[src/sv/rsc_pkg.sv]
// Shared types and constants for the RPN stack calculator.
// Holds the command and status codes and the controller/datapath interface structs.
// Depends on nothing.
package rsc_pkg;

	localparam int DEFAULT_STACK_DEPTH = 16;

	localparam int DATA_W     = 32;
	localparam int MODE_W     = 3;
	localparam int STATUS_W   = 2;
	localparam int DEPTH_W    = 5;
	localparam int S_TDATA_W  = 32;
	localparam int M_TDATA_W  = 40;
	localparam int M_PAD_W    = M_TDATA_W - DATA_W - DEPTH_W;
	localparam int DIV_STEP_W = $clog2(DATA_W);

	typedef enum logic [MODE_W-1:0] {
		MODE_PUSH = 3'd0,
		MODE_POP  = 3'd1,
		MODE_ADD  = 3'd2,
		MODE_SUB  = 3'd3,
		MODE_MUL  = 3'd4,
		MODE_DIV  = 3'd5
	} mode_t;

	typedef enum logic [STATUS_W-1:0] {
		ST_OK      = 2'd0,
		ST_UNDER   = 2'd1,
		ST_DIVZERO = 2'd2,
		ST_FULL    = 2'd3
	} status_t;

	typedef enum logic [2:0] {
		S_IDLE,
		S_READ,
		S_EXEC,
		S_DIV,
		S_RESP
	} state_t;

	typedef struct packed {
		logic load_item;
		logic read;
		logic exec;
		logic div_commit;
		logic load_out;
	} cmd_t;

	typedef struct packed {
		logic div_go;
		logic div_done;
		logic out_free;
	} sts_t;

endpackage

[src/sv/rpn_stack_calculator_unit.sv]
// RPN stack calculator top level: one command beat in, one result beat out.
// Each command passes the read, execute and response states; a divide also waits in the
// divide state on the one-bit-per-cycle divider, and a busy output register stalls the response.
// One command is in flight at a time, so a new beat is taken only once the last one's result
// has been loaded. A finished result may wait in the output register while the next command runs.
// Asynchronous active-low reset empties the stack; stack memory contents are not cleared.
module rpn_stack_calculator_unit #(
	parameter int STACK_DEPTH = rsc_pkg::DEFAULT_STACK_DEPTH
) (
	input  logic                           clk,
	input  logic                           arst_n,
	input  logic                           s_tvalid,
	output logic                           s_tready,
	input  logic [rsc_pkg::S_TDATA_W-1:0]  s_tdata,  // [31:0] operand
	input  logic [rsc_pkg::MODE_W-1:0]     s_tuser,  // [2:0] mode
	output logic                           m_tvalid,
	input  logic                           m_tready,
	output logic [rsc_pkg::M_TDATA_W-1:0]  m_tdata,  // [31:0] value, [36:32] depth, rest zero
	output logic [rsc_pkg::STATUS_W-1:0]   m_tuser   // [1:0] status
);
	import rsc_pkg::*;

	cmd_t                cmd;
	sts_t                sts;
	logic [DATA_W-1:0]   out_value;
	logic [DEPTH_W-1:0]  out_depth;

	rsc_ctrl u_ctrl (
		.clk      (clk),
		.arst_n   (arst_n),
		.in_valid (s_tvalid),
		.in_ready (s_tready),
		.sts      (sts),
		.cmd      (cmd)
	);

	rsc_datapath #(
		.STACK_DEPTH (STACK_DEPTH)
	) u_datapath (
		.clk          (clk),
		.arst_n       (arst_n),
		.cmd          (cmd),
		.sts          (sts),
		.item_mode    (s_tuser),
		.item_operand (s_tdata[DATA_W-1:0]),
		.out_valid    (m_tvalid),
		.out_ready    (m_tready),
		.out_status   (m_tuser),
		.out_value    (out_value),
		.out_depth    (out_depth)
	);

	assign m_tdata = {M_PAD_W'(0), out_depth, out_value};

`ifndef SYNTHESIS
	a_one_in_flight: assert property (@(posedge clk) disable iff (!arst_n)
		(s_tvalid && s_tready) |=> !s_tready)
		else $error("input beat taken while a command is in flight");

	a_no_overwrite: assert property (@(posedge clk) disable iff (!arst_n)
		cmd.load_out |-> (!m_tvalid || m_tready))
		else $error("result overwrites a beat not yet taken");

	a_error_zero: assert property (@(posedge clk) disable iff (!arst_n)
		(m_tvalid && m_tuser != ST_OK) |-> (m_tdata[DATA_W-1:0] == '0))
		else $error("error status with nonzero value");
`endif

endmodule

[src/sv/rsc_div.sv]
// Radix-2 restoring divider for signed 32-bit operands, quotient truncated toward zero.
// One quotient bit per cycle; the result holds until the next start.
// Depends on rsc_pkg.
module rsc_div (
	input  logic                      clk,
	input  logic                      arst_n,
	input  logic                      start,
	input  logic [rsc_pkg::DATA_W-1:0] dividend,
	input  logic [rsc_pkg::DATA_W-1:0] divisor,
	output logic                      done,
	output logic [rsc_pkg::DATA_W-1:0] quotient
);
	import rsc_pkg::*;

	logic                  busy_q;
	logic                  done_q;
	logic [DIV_STEP_W-1:0] step_q;
	logic [DATA_W-1:0]     rem_q;
	logic [DATA_W-1:0]     quo_q;
	logic [DATA_W-1:0]     den_q;
	logic                  neg_q;
	logic [DATA_W:0]       shifted;
	logic [DATA_W:0]       trial;
	logic [DATA_W-1:0]     mag_n;
	logic [DATA_W-1:0]     mag_d;

	assign mag_n   = dividend[DATA_W-1] ? (DATA_W'(0) - dividend) : dividend;
	assign mag_d   = divisor[DATA_W-1] ? (DATA_W'(0) - divisor) : divisor;
	assign shifted = {rem_q, quo_q[DATA_W-1]};
	assign trial   = shifted - {1'b0, den_q};

	always_ff @(posedge clk or negedge arst_n) begin
		if (!arst_n) begin
			busy_q <= 1'b0;
			done_q <= 1'b0;
			step_q <= '0;
		end else begin
			done_q <= 1'b0;
			if (start) begin
				busy_q <= 1'b1;
				step_q <= '1;
			end else if (busy_q) begin
				step_q <= step_q - DIV_STEP_W'(1);
				if (step_q == '0) begin
					busy_q <= 1'b0;
					done_q <= 1'b1;
				end
			end
		end
	end

	always_ff @(posedge clk) begin
		if (start) begin
			rem_q <= '0;
			quo_q <= mag_n;
			den_q <= mag_d;
			neg_q <= dividend[DATA_W-1] ^ divisor[DATA_W-1];
		end else if (busy_q) begin
			// A clear top bit of the trial difference means the divisor fits.
			if (!trial[DATA_W]) begin
				rem_q <= trial[DATA_W-1:0];
				quo_q <= {quo_q[DATA_W-2:0], 1'b1};
			end else begin
				rem_q <= shifted[DATA_W-1:0];
				quo_q <= {quo_q[DATA_W-2:0], 1'b0};
			end
		end
	end

	assign done     = done_q;
	assign quotient = neg_q ? (DATA_W'(0) - quo_q) : quo_q;

endmodule

[src/sv/rsc_datapath.sv]
// Datapath of the RPN stack calculator: stack memory, stack count, ALU,
// divider and the output register. Driven by commands from rsc_ctrl.
// Depends on rsc_pkg and rsc_div.
module rsc_datapath #(
	parameter int STACK_DEPTH = rsc_pkg::DEFAULT_STACK_DEPTH
) (
	input  logic                          clk,
	input  logic                          arst_n,
	input  rsc_pkg::cmd_t                 cmd,
	output rsc_pkg::sts_t                 sts,
	input  logic [rsc_pkg::MODE_W-1:0]    item_mode,
	input  logic [rsc_pkg::DATA_W-1:0]    item_operand,
	output logic                          out_valid,
	input  logic                          out_ready,
	output logic [rsc_pkg::STATUS_W-1:0]  out_status,
	output logic [rsc_pkg::DATA_W-1:0]    out_value,
	output logic [rsc_pkg::DEPTH_W-1:0]   out_depth
);
	import rsc_pkg::*;

	localparam int CNT_W  = $clog2(STACK_DEPTH + 1);
	localparam int ADDR_W = $clog2(STACK_DEPTH);

	logic [DATA_W-1:0]   mem [STACK_DEPTH];

	logic [MODE_W-1:0]   mode_q;
	logic [DATA_W-1:0]   operand_q;
	logic [CNT_W-1:0]    cnt_q;
	logic [DATA_W-1:0]   rd_top_q;
	logic [DATA_W-1:0]   rd_sec_q;
	logic [STATUS_W-1:0] res_status_q;
	logic [DATA_W-1:0]   res_value_q;
	logic                out_valid_q;
	logic [STATUS_W-1:0] out_status_q;
	logic [DATA_W-1:0]   out_value_q;
	logic [DEPTH_W-1:0]  out_depth_q;

	logic [CNT_W-1:0]    cnt_m1;
	logic [CNT_W-1:0]    cnt_m2;
	logic [CNT_W-1:0]    exec_cnt;
	logic [STATUS_W-1:0] exec_status;
	logic [DATA_W-1:0]   exec_value;
	logic                exec_we;
	logic                exec_at_sec;
	logic                div_go;
	logic                div_done;
	logic [DATA_W-1:0]   div_quo;
	logic                wr_en;
	logic [ADDR_W-1:0]   wr_addr;
	logic [DATA_W-1:0]   wr_data;

	assign cnt_m1 = cnt_q - CNT_W'(1);
	assign cnt_m2 = cnt_q - CNT_W'(2);

	always_comb begin
		exec_cnt    = cnt_q;
		exec_status = ST_OK;
		exec_value  = '0;
		exec_we     = 1'b0;
		exec_at_sec = 1'b0;
		div_go      = 1'b0;
		unique case (mode_q)
			MODE_PUSH: begin
				if (cnt_q >= CNT_W'(STACK_DEPTH)) begin
					exec_status = ST_FULL;
				end else begin
					exec_we    = 1'b1;
					exec_value = operand_q;
					exec_cnt   = cnt_q + CNT_W'(1);
				end
			end
			MODE_POP: begin
				if (cnt_q == '0) begin
					exec_status = ST_UNDER;
				end else begin
					exec_value = rd_top_q;
					exec_cnt   = cnt_m1;
				end
			end
			MODE_ADD, MODE_SUB, MODE_MUL: begin
				if (cnt_q < CNT_W'(2)) begin
					exec_status = ST_UNDER;
				end else begin
					case (mode_q)
						MODE_ADD: exec_value = rd_top_q + rd_sec_q;
						MODE_SUB: exec_value = rd_top_q - rd_sec_q;
						default:  exec_value = DATA_W'(rd_top_q * rd_sec_q);
					endcase
					exec_we     = 1'b1;
					exec_at_sec = 1'b1;
					exec_cnt    = cnt_m1;
				end
			end
			MODE_DIV: begin
				if (cnt_q < CNT_W'(2)) begin
					exec_status = ST_UNDER;
				end else if (rd_sec_q == '0) begin
					exec_status = ST_DIVZERO;
				end else begin
					div_go = 1'b1;
				end
			end
			default: begin
				// Unused command codes leave the stack alone and report ok.
			end
		endcase
	end

	rsc_div u_div (
		.clk      (clk),
		.arst_n   (arst_n),
		.start    (cmd.exec && div_go),
		.dividend (rd_top_q),
		.divisor  (rd_sec_q),
		.done     (div_done),
		.quotient (div_quo)
	);

	always_comb begin
		wr_en   = 1'b0;
		wr_addr = cnt_q[ADDR_W-1:0];
		wr_data = operand_q;
		if (cmd.div_commit) begin
			wr_en   = 1'b1;
			wr_addr = cnt_m2[ADDR_W-1:0];
			wr_data = div_quo;
		end else if (cmd.exec && exec_we) begin
			wr_en   = 1'b1;
			wr_addr = exec_at_sec ? cnt_m2[ADDR_W-1:0] : cnt_q[ADDR_W-1:0];
			wr_data = exec_value;
		end
	end

	always_ff @(posedge clk) begin
		if (wr_en) begin
			mem[wr_addr] <= wr_data;
		end
		if (cmd.read) begin
			rd_top_q <= mem[cnt_m1[ADDR_W-1:0]];
			rd_sec_q <= mem[cnt_m2[ADDR_W-1:0]];
		end
	end

	always_ff @(posedge clk) begin
		if (cmd.load_item) begin
			mode_q    <= item_mode;
			operand_q <= item_operand;
		end
		if (cmd.exec) begin
			res_status_q <= exec_status;
			res_value_q  <= exec_value;
		end else if (cmd.div_commit) begin
			res_value_q <= div_quo;
		end
		if (cmd.load_out) begin
			out_status_q <= res_status_q;
			out_value_q  <= res_value_q;
			out_depth_q  <= DEPTH_W'(cnt_q);
		end
	end

	always_ff @(posedge clk or negedge arst_n) begin
		if (!arst_n) begin
			cnt_q       <= '0;
			out_valid_q <= 1'b0;
		end else begin
			if (cmd.exec) begin
				cnt_q <= exec_cnt;
			end else if (cmd.div_commit) begin
				cnt_q <= cnt_m1;
			end
			if (cmd.load_out) begin
				out_valid_q <= 1'b1;
			end else if (out_ready) begin
				out_valid_q <= 1'b0;
			end
		end
	end

	assign sts.div_go   = div_go;
	assign sts.div_done = div_done;
	assign sts.out_free = !out_valid_q || out_ready;

	assign out_valid  = out_valid_q;
	assign out_status = out_status_q;
	assign out_value  = out_value_q;
	assign out_depth  = out_depth_q;

endmodule

[src/sv/rsc_ctrl.sv]
// Controller of the RPN stack calculator: sequences read, execute,
// divide and response for one command at a time.
// Depends on rsc_pkg.
module rsc_ctrl (
	input  logic          clk,
	input  logic          arst_n,
	input  logic          in_valid,
	output logic          in_ready,
	input  rsc_pkg::sts_t sts,
	output rsc_pkg::cmd_t cmd
);
	import rsc_pkg::*;

	state_t state_q;
	state_t state_d;

	always_ff @(posedge clk or negedge arst_n) begin
		if (!arst_n) begin
			state_q <= S_IDLE;
		end else begin
			state_q <= state_d;
		end
	end

	always_comb begin
		state_d        = state_q;
		cmd            = '0;
		in_ready       = 1'b0;
		unique case (state_q)
			S_IDLE: begin
				in_ready = 1'b1;
				if (in_valid) begin
					cmd.load_item = 1'b1;
					state_d       = S_READ;
				end
			end
			S_READ: begin
				cmd.read = 1'b1;
				state_d  = S_EXEC;
			end
			S_EXEC: begin
				cmd.exec = 1'b1;
				state_d  = sts.div_go ? S_DIV : S_RESP;
			end
			S_DIV: begin
				if (sts.div_done) begin
					cmd.div_commit = 1'b1;
					state_d        = S_RESP;
				end
			end
			S_RESP: begin
				// Hold the result until the output register can take it.
				if (sts.out_free) begin
					cmd.load_out = 1'b1;
					state_d      = S_IDLE;
				end
			end
			default: begin
				state_d = S_IDLE;
			end
		endcase
	end

endmodule

[config.mk]
export PLATFORM = sky130hd
export DESIGN_NAME = rpn_stack_calculator_unit
export DESIGN_NICKNAME = d
export VERILOG_FILES = /design/src/sv/rsc_pkg.sv /design/src/sv/rpn_stack_calculator_unit.sv /design/src/sv/rsc_div.sv /design/src/sv/rsc_datapath.sv /design/src/sv/rsc_ctrl.sv
export SDC_FILE = /design/constraint.sdc
export NUM_CORES = 2
export LEC_CHECK = 0
export BUFFER_PORTS_ARGS = -buffer_cell sky130_fd_sc_hd__buf_4
export CAP_MARGIN = 5
export CELL_PAD_IN_SITES_DETAIL_PLACEMENT = 0
export CELL_PAD_IN_SITES_GLOBAL_PLACEMENT = 1
export CORE_UTILIZATION = 41
export CTS_BUF_LIST = sky130_fd_sc_hd__clkbuf_4
export CTS_CLUSTER_SIZE = 28
export DETAILED_ROUTE_END_ITERATION = 12
export PLACE_DENSITY = 0.62
export SETUP_SLACK_MARGIN = 0.2
export SLEW_MARGIN = 20
export SYNTH_ARGS = -nofsm -noshare
export SYNTH_HDL_FRONTEND = slang
export SYNTH_SLANG_ARGS = --single-unit
[constraint.sdc]
create_clock -name clk -period 19.55 [get_ports clk]
set_input_delay 3.91 -clock clk [delete_from_list [all_inputs] [get_ports clk]]
set_output_delay 3.91 -clock clk [all_outputs]
set_load 0.05 [all_outputs]
After elaboration in Yosys (flattened, before gate mapping)
Memory sizes are Yosys's and may differ from the RTL's. A register that Yosys moved wholly into a read port is not among the register bits.
Index checks and enable logic that the tools add are counted.
W data, S select, Z words.
- $add $sub $neg: 10
- multipliers: 1
- order comparisons: 2
- equality and inequality tests: 16
- muxes and demuxes: 66
- bitwise logic cells: 1
- reduce and logical (&&, ||, !) cells: 15
- operator list (cell ; number):
    $mux W32 ; 12
    $pmux W32 S3 ; 1
    $sub A1 B32 Y32 const A ; 3
    $pmux W32 S2 ; 1
    $mux W5 ; 7
    $sub A33 B32 Y33 ; 1
    $add A32 B32 Y32 ; 1
    $logic_not A32 Y1 ; 1
    $mul A32 B32 Y32 ; 1
    $sub A32 B32 Y32 ; 1
    $mux W31 ; 1
    $mux W1 ; 30
    $pmux W3 S5 ; 1
    $pmux W5 S3 ; 1
    $eq A3 B2 Y1 const B ; 4
    $mux W3 ; 4
    $mux W4 ; 3
    $logic_not A5 Y1 ; 2
    $sub A5 B1 Y5 const B ; 2
    $eq A3 B3 Y1 const B ; 3
    $ne A3 B3 Y1 const B ; 3
    $pmux W2 S4 ; 1
    $eq A3 B1 Y1 const B ; 2
    $logic_not A3 Y1 ; 2
    other kinds (17) ; 23
- register bits after elaboration: 221
- RAM bits: 512
- input port bits: 39
- output and inout bits: 44
- word-level logic and storage cells: 130
- memories: 1
- memories (name ; depth ; bits a word ; read ports ; clocked after Yosys merged registers in ; wr ports ; RTL line ; text):
    u_datapath.mem ; 16 ; 32 ; 2 ; 2 ; 1 ; rsc_datapath.sv:24 ; logic [DATA_W-1:0] mem [STACK_DEPTH];

Depth between registers and ports, before layout
- depth after elaboration: 8
- mapped depth: 28
- depth with buffers taken out: 26

Cells and area by module
From an unflattened synthesis, not the netlist that was laid out.
- cell total of the unflattened synthesis: 4433
- area total of the unflattened synthesis: 56127.6 um^2
- modules (own cells, without submodules) (module ; instances ; cells each ; area an instance (um^2) ; seq. area each (um^2)):
    rsc_datapath ; 1 ; 3537 ; 48275.0 ; 20689.8
    rsc_div ; 1 ; 870 ; 7634.8 ; 2767.7
    rsc_ctrl ; 1 ; 22 ; 191.4 ; 75.1
    rpn_stack_calculator_unit ; 1 ; 4 ; 26.3 ; 0.0

Least setup slack after synthesis
Ideal clock, no wire load.
- path kind: register to register
- from: register u_datapath.rd_sec_q[6] (read register of u_datapath.mem)
- to: memory u_datapath.mem[0][22] (data pin)
- setup time: 307 ps
- arrival time: 7167 ps
- required time: 19243 ps
- slack: 12076 ps
- stages on the path, launching flop included: 27
- buffers on the path: 2
- period minus slack after synthesis: 7474 ps
- path through: edfxtp_1 -> clkbuf_1 -> clkbuf_1 -> and2_1 -> fa_1 -> fa_1 -> fa_1 -> inv_1 -> fa_1 -> inv_1 -> fa_1 -> inv_1 -> fa_1 -> inv_1 -> fa_1 -> fa_1 -> ha_1 -> a21oi_1 -> nand2_1 -> a21oi_1 -> nor2b_1 -> a311o_1 -> a21o_1 -> xor2_1 -> mux2i_1 -> o21ai_0 -> a221o_1
- word-level cells in the longest chain between the ends: 6
- elaborated cells between the ends (all ways): 8
- classes of those cells: add/sub: 2; mul: 1; mux: 5
- ends and longest elaborated chain (what ; RTL line ; text):
    from (decl) ; rsc_datapath.sv:30 ; logic [DATA_W-1:0] rd_sec_q;
    $mul A32 B32 Y32, or another cell as far along ; rsc_datapath.sv:87 ; default: exec_value = DATA_W'(rd_top_q * rd_sec_q);
    $pmux W32 S2 (*) ; rsc_datapath.sv:84 ; case (mode_q)
    $mux W32 (*) ; rsc_datapath.sv:81 ; if (cnt_q < CNT_W'(2)) begin
    $pmux W32 S3 (*) ; rsc_datapath.sv:62 ; unique case (mode_q)
    $mux W32 (*) ; rsc_datapath.sv:127 ; end else if (cmd.exec && exec_we) begin
    $mux W32 (*) ; rsc_datapath.sv:123 ; if (cmd.div_commit) begin
    named net u_datapath.wr_data[22] ; rsc_datapath.sv:50 ; logic [DATA_W-1:0] wr_data;
    to (decl) ; rsc_datapath.sv:24 ;
The timed path passes the listed nets; every way through them passes the cells marked *.

Final worst setup path
- from: register u_datapath.rd_top_q[18] (read register of u_datapath.mem)
- to: memory u_datapath.mem[4][28] (data pin)
- word-level cells in the longest chain between the ends: 6
- elaborated cells between the ends (all ways): 8
- classes of those cells: add/sub: 2; mul: 1; mux: 5
- ends and longest elaborated chain (what ; RTL line ; text):
    from (decl) ; rsc_datapath.sv:29 ; logic [DATA_W-1:0] rd_top_q;
    $mul A32 B32 Y32, or another cell as far along ; rsc_datapath.sv:87 ;
    $pmux W32 S2 (*) ; rsc_datapath.sv:84 ;
    $mux W32 (*) ; rsc_datapath.sv:81 ;
    $pmux W32 S3 (*) ; rsc_datapath.sv:62 ;
    $mux W32 (*) ; rsc_datapath.sv:127 ;
    $mux W32 (*) ; rsc_datapath.sv:123 ;
    named net u_datapath.wr_data[28] ; rsc_datapath.sv:50 ;
Marked as above.

==> results.sh <==
export IMPL_cts_hold_buf=0
export IMPL_post_synth_fa_ha_maj_area_fraction=0.1907
export IMPL_drt_pre_antenna_iters=9
export IMPL_hold_slack_ps=412.2
export IMPL_final_common_cell="edfxtp_1"
export IMPL_track_usage=0.2562
export IMPL_grt_overflow=0
export IMPL_clock_skew_ps=108.8
export IMPL_start_util=0.4131
export IMPL_crit_fanout=22
export IMPL_nFillCells=12491
export IMPL_grt_pass1_wl_microns=256100
export IMPL_cp_required_ps=20320
export IMPL_final_antenna_net_count=0
export IMPL_core_sq_um=135500
export IMPL_drtIter0Drc=2832
export IMPL_drv_cap=0
export IMPL_end_kind="register"
export IMPL_wl_per_cell_microns=26.53
export IMPL_cts_buffers=213
export IMPL_boundaryPins=83
export IMPL_report_final_slew_viol_count=0
export IMPL_rsz0062_at_grt="no"
export IMPL_cts_tree="done"
export IMPL_num_vias=36855
export IMPL_ys_warn_count=0
export IMPL_start_kind="register"
export IMPL_dp_hpwl_microns=115200
export IMPL_synth_mux_area_frac=0.1345
export IMPL_fin_nets=5192
export IMPL_cts_root_buf="clkbuf_4"
export IMPL_dp_cells=6109
export IMPL_synthSimpleGateAreaFrac=0.09630
export IMPL_fin_setup_tns_ps=0
export IMPL_area_delta_synth_final_pct=10.08
export IMPL_drc=0
export IMPL_status="complete, no violations"
export IMPL_ys_ff_latch=797
export IMPL_drt_vias_per_instance=5.667
export IMPL_drive_gt1_frac=0.1887
export IMPL_tightest_slew_ps=1104
export IMPL_cts_resized=0
export IMPL_yosysUniqueCellTypes=81
export IMPL_clkLatencyLatePin_ps=1220
export IMPL_fin_cells=6503
export IMPL_synthCells=4415
export IMPL_maxSlewHeadroom=0.2605
export IMPL_htree_levels=4
export IMPL_clockBufferDepth=3
export IMPL_hold_violations=0
export IMPL_synth_compound_area_frac=0.06793
export IMPL_dieArea_sq_um=138000
export IMPL_gp_congestion=0.8826
export IMPL_wirelength_microns=172500
export IMPL_grt_max_degree=120
export IMPL_avgSynthCellArea_sq_um=12.67
export IMPL_antenna_found_initial=10
export IMPL_die_w_microns=371.4
export IMPL_min_period_ps=8550
export IMPL_die_h_microns=371.4
export IMPL_worstSetupPathType="register to register"
export IMPL_hold_path_class="register to register"
export IMPL_synth_seq_area_share=0.4205
export IMPL_cts_sinks=797
export IMPL_fmax_mhz=117.0
export IMPL_setup_viol=0
export IMPL_layout_common_cells="edfxtp_1, inv_1, nand2_1"
export IMPL_netlist_area_sq_um=55960
export IMPL_io_buffer_count=79
export IMPL_rows=135
export IMPL_synth_edf_count=749
export IMPL_synth_flop_cell="edfxtp_1"
export IMPL_clkTransAtPathRegs_ps=70
export IMPL_synthXorXnorAreaFrac=0.03944
export IMPL_fin_crit_sh=0.4374
export IMPL_async_reset_ff_frac=0.02008
export IMPL_cts_setup_buffers=0
export IMPL_grt_pass1_vias=38520
export IMPL_cp_arrival_ps=9320
export IMPL_synth_top_family_by_area="adder cells"
## path summary, 6_finish.rpt
check / start / cells after the start / slack (ps) / endpoint
max: u_datapath.rd_top_q[18] / 22 / 11000 / u_datapath.mem[4][28]
min: u_datapath.res_value_q[31] / 0 / 410 / u_datapath.out_value[31]
max reg2reg: u_datapath.rd_top_q[18] / 22 / 11000 / u_datapath.mem[4][28]
min reg2reg: u_datapath.res_value_q[31] / 0 / 410 / u_datapath.out_value[31]
max in group asynchronous: arst_n / 1 / 16690 / u_datapath.cnt_q[0]
min in group asynchronous: arst_n / 1 / 2590 / u_datapath.u_div.step_q[0]
## cell families after synthesis
| group | after synthesis |
|---|---|
| and+or+nand+nor | 1096 |
| xor gates and xnor gates | 252 |
| AOI/OAI and AO/OA | 578 |
| muxes | 352 |
| adders and majority gates | 607 |
| other | 1 |
| buffers and inverters | 732 |
| DFF | 797 |
## cells in the mapped netlist, drive strengths merged, types with 6 or more instances
master / n / area [sq um]
nand4: 11 / 68.82
a22o: 6 / 52.55
xnor2: 138 / 1209
fa: 410 / 8208
xor2: 114 / 998.5
a221o: 15 / 150.1
a31oi: 8 / 50.05
o221ai: 13 / 113.9
a222oi: 6 / 60.06
buf: 43 / 235.2
a21boi: 10 / 75.07
nor4: 12 / 81.33
dfxtp: 32 / 640.6
a221oi: 12 / 105.1
o41ai: 7 / 61.31
nand2: 418 / 1569
o2bb2ai: 6 / 52.55
and2: 309 / 1933
and3: 17 / 106.4
o211ai: 23 / 172.7
or3: 30 / 192.7
nand2b: 27 / 168.9
o31ai: 42 / 315.3
clkbuf: 241 / 907.1
o31a: 6 / 52.55
or4: 13 / 108.9
inv: 447 / 1678
nand3: 29 / 145.1
a21o: 33 / 247.7
mux2i: 32 / 320.3
edfxtp: 749 / 22490
nor2b: 19 / 118.9
a21oi: 117 / 585.6
nor3: 30 / 155.1
ha: 197 / 2465
a22oi: 21 / 157.7
o21a: 29 / 217.7
o22ai: 13 / 81.33
nor2: 166 / 623.1
a211oi: 12 / 90.09
mux4: 320 / 7207
dfrtp: 16 / 400.4
o21ai: 159 / 795.8
## final cells by class
cell class / instances / area (sq um) / area share
antenna: 6 / 15.01 / 0.0002437
clock buffer: 297 / 2230 / 0.03620
clock inverter: 88 / 558.0 / 0.009059
inverter: 448 / 1682 / 0.02730
multi-input combinational: 2888 / 29850 / 0.4845
sequential: 797 / 23540 / 0.3822
tap: 1781 / 2228 / 0.03617
timing repair buffer: 198 / 1500 / 0.02435
## state kept, by name, indices dropped and copies added (netlist names), 2 cells and up
register / count
u_datapath.out_value: 32
u_datapath.res_value_q: 32
u_datapath.out_status: 2
u_datapath.operand_q: 32
u_datapath.res_status_q: 2
u_datapath.rd_top_q: 32
u_datapath.u_div.den_q: 32
u_ctrl.state_q: 3
u_datapath.mode_q: 3
u_datapath.u_div.rem_q: 32
u_datapath.u_div.quo_q: 32
u_datapath.rd_sec_q: 32
u_datapath.mem: 512
u_datapath.cnt_q: 5
u_datapath.u_div.step_q: 5
u_datapath.out_depth: 5
## critical path: stages (launching register included)
cell,delay (ps)
edfxtp_1,1030
and2_1,260
fa_1,440
fa_1,490
fa_1,520
inv_1,50
fa_1,480
inv_1,60
fa_1,480
fa_1,580
fa_1,430
fa_1,440
ha_1,370
and3_1,220
nand4_1,200
nor2_1,200
and4_1,220
o2bb2ai_1,180
nor2_1,80
xor2_1,440
o21ai_0,190
a221oi_1,310
nand2_1,410
## metrics by stage
step	setup WS (ps)	area (sq um)	util
after floorplan	12080	55960	-
after global placement	11200	58770	0.4338
after detailed placement	11110	58770	0.4339
after CTS	11050	61560	0.4544
after global routing	10610	61600	0.4547
final	11000	61600	0.4547
## per-layer routing
metal  share of wire  GRT usage
met3           0.051    0.03667
met1            0.43     0.3424
met2            0.49     0.4244
met4           0.036    0.09474
met5         0.00024          0
Power is not shown: default switching activity piles up to over one toggle a cycle in this logic, so the estimate is an artifact.
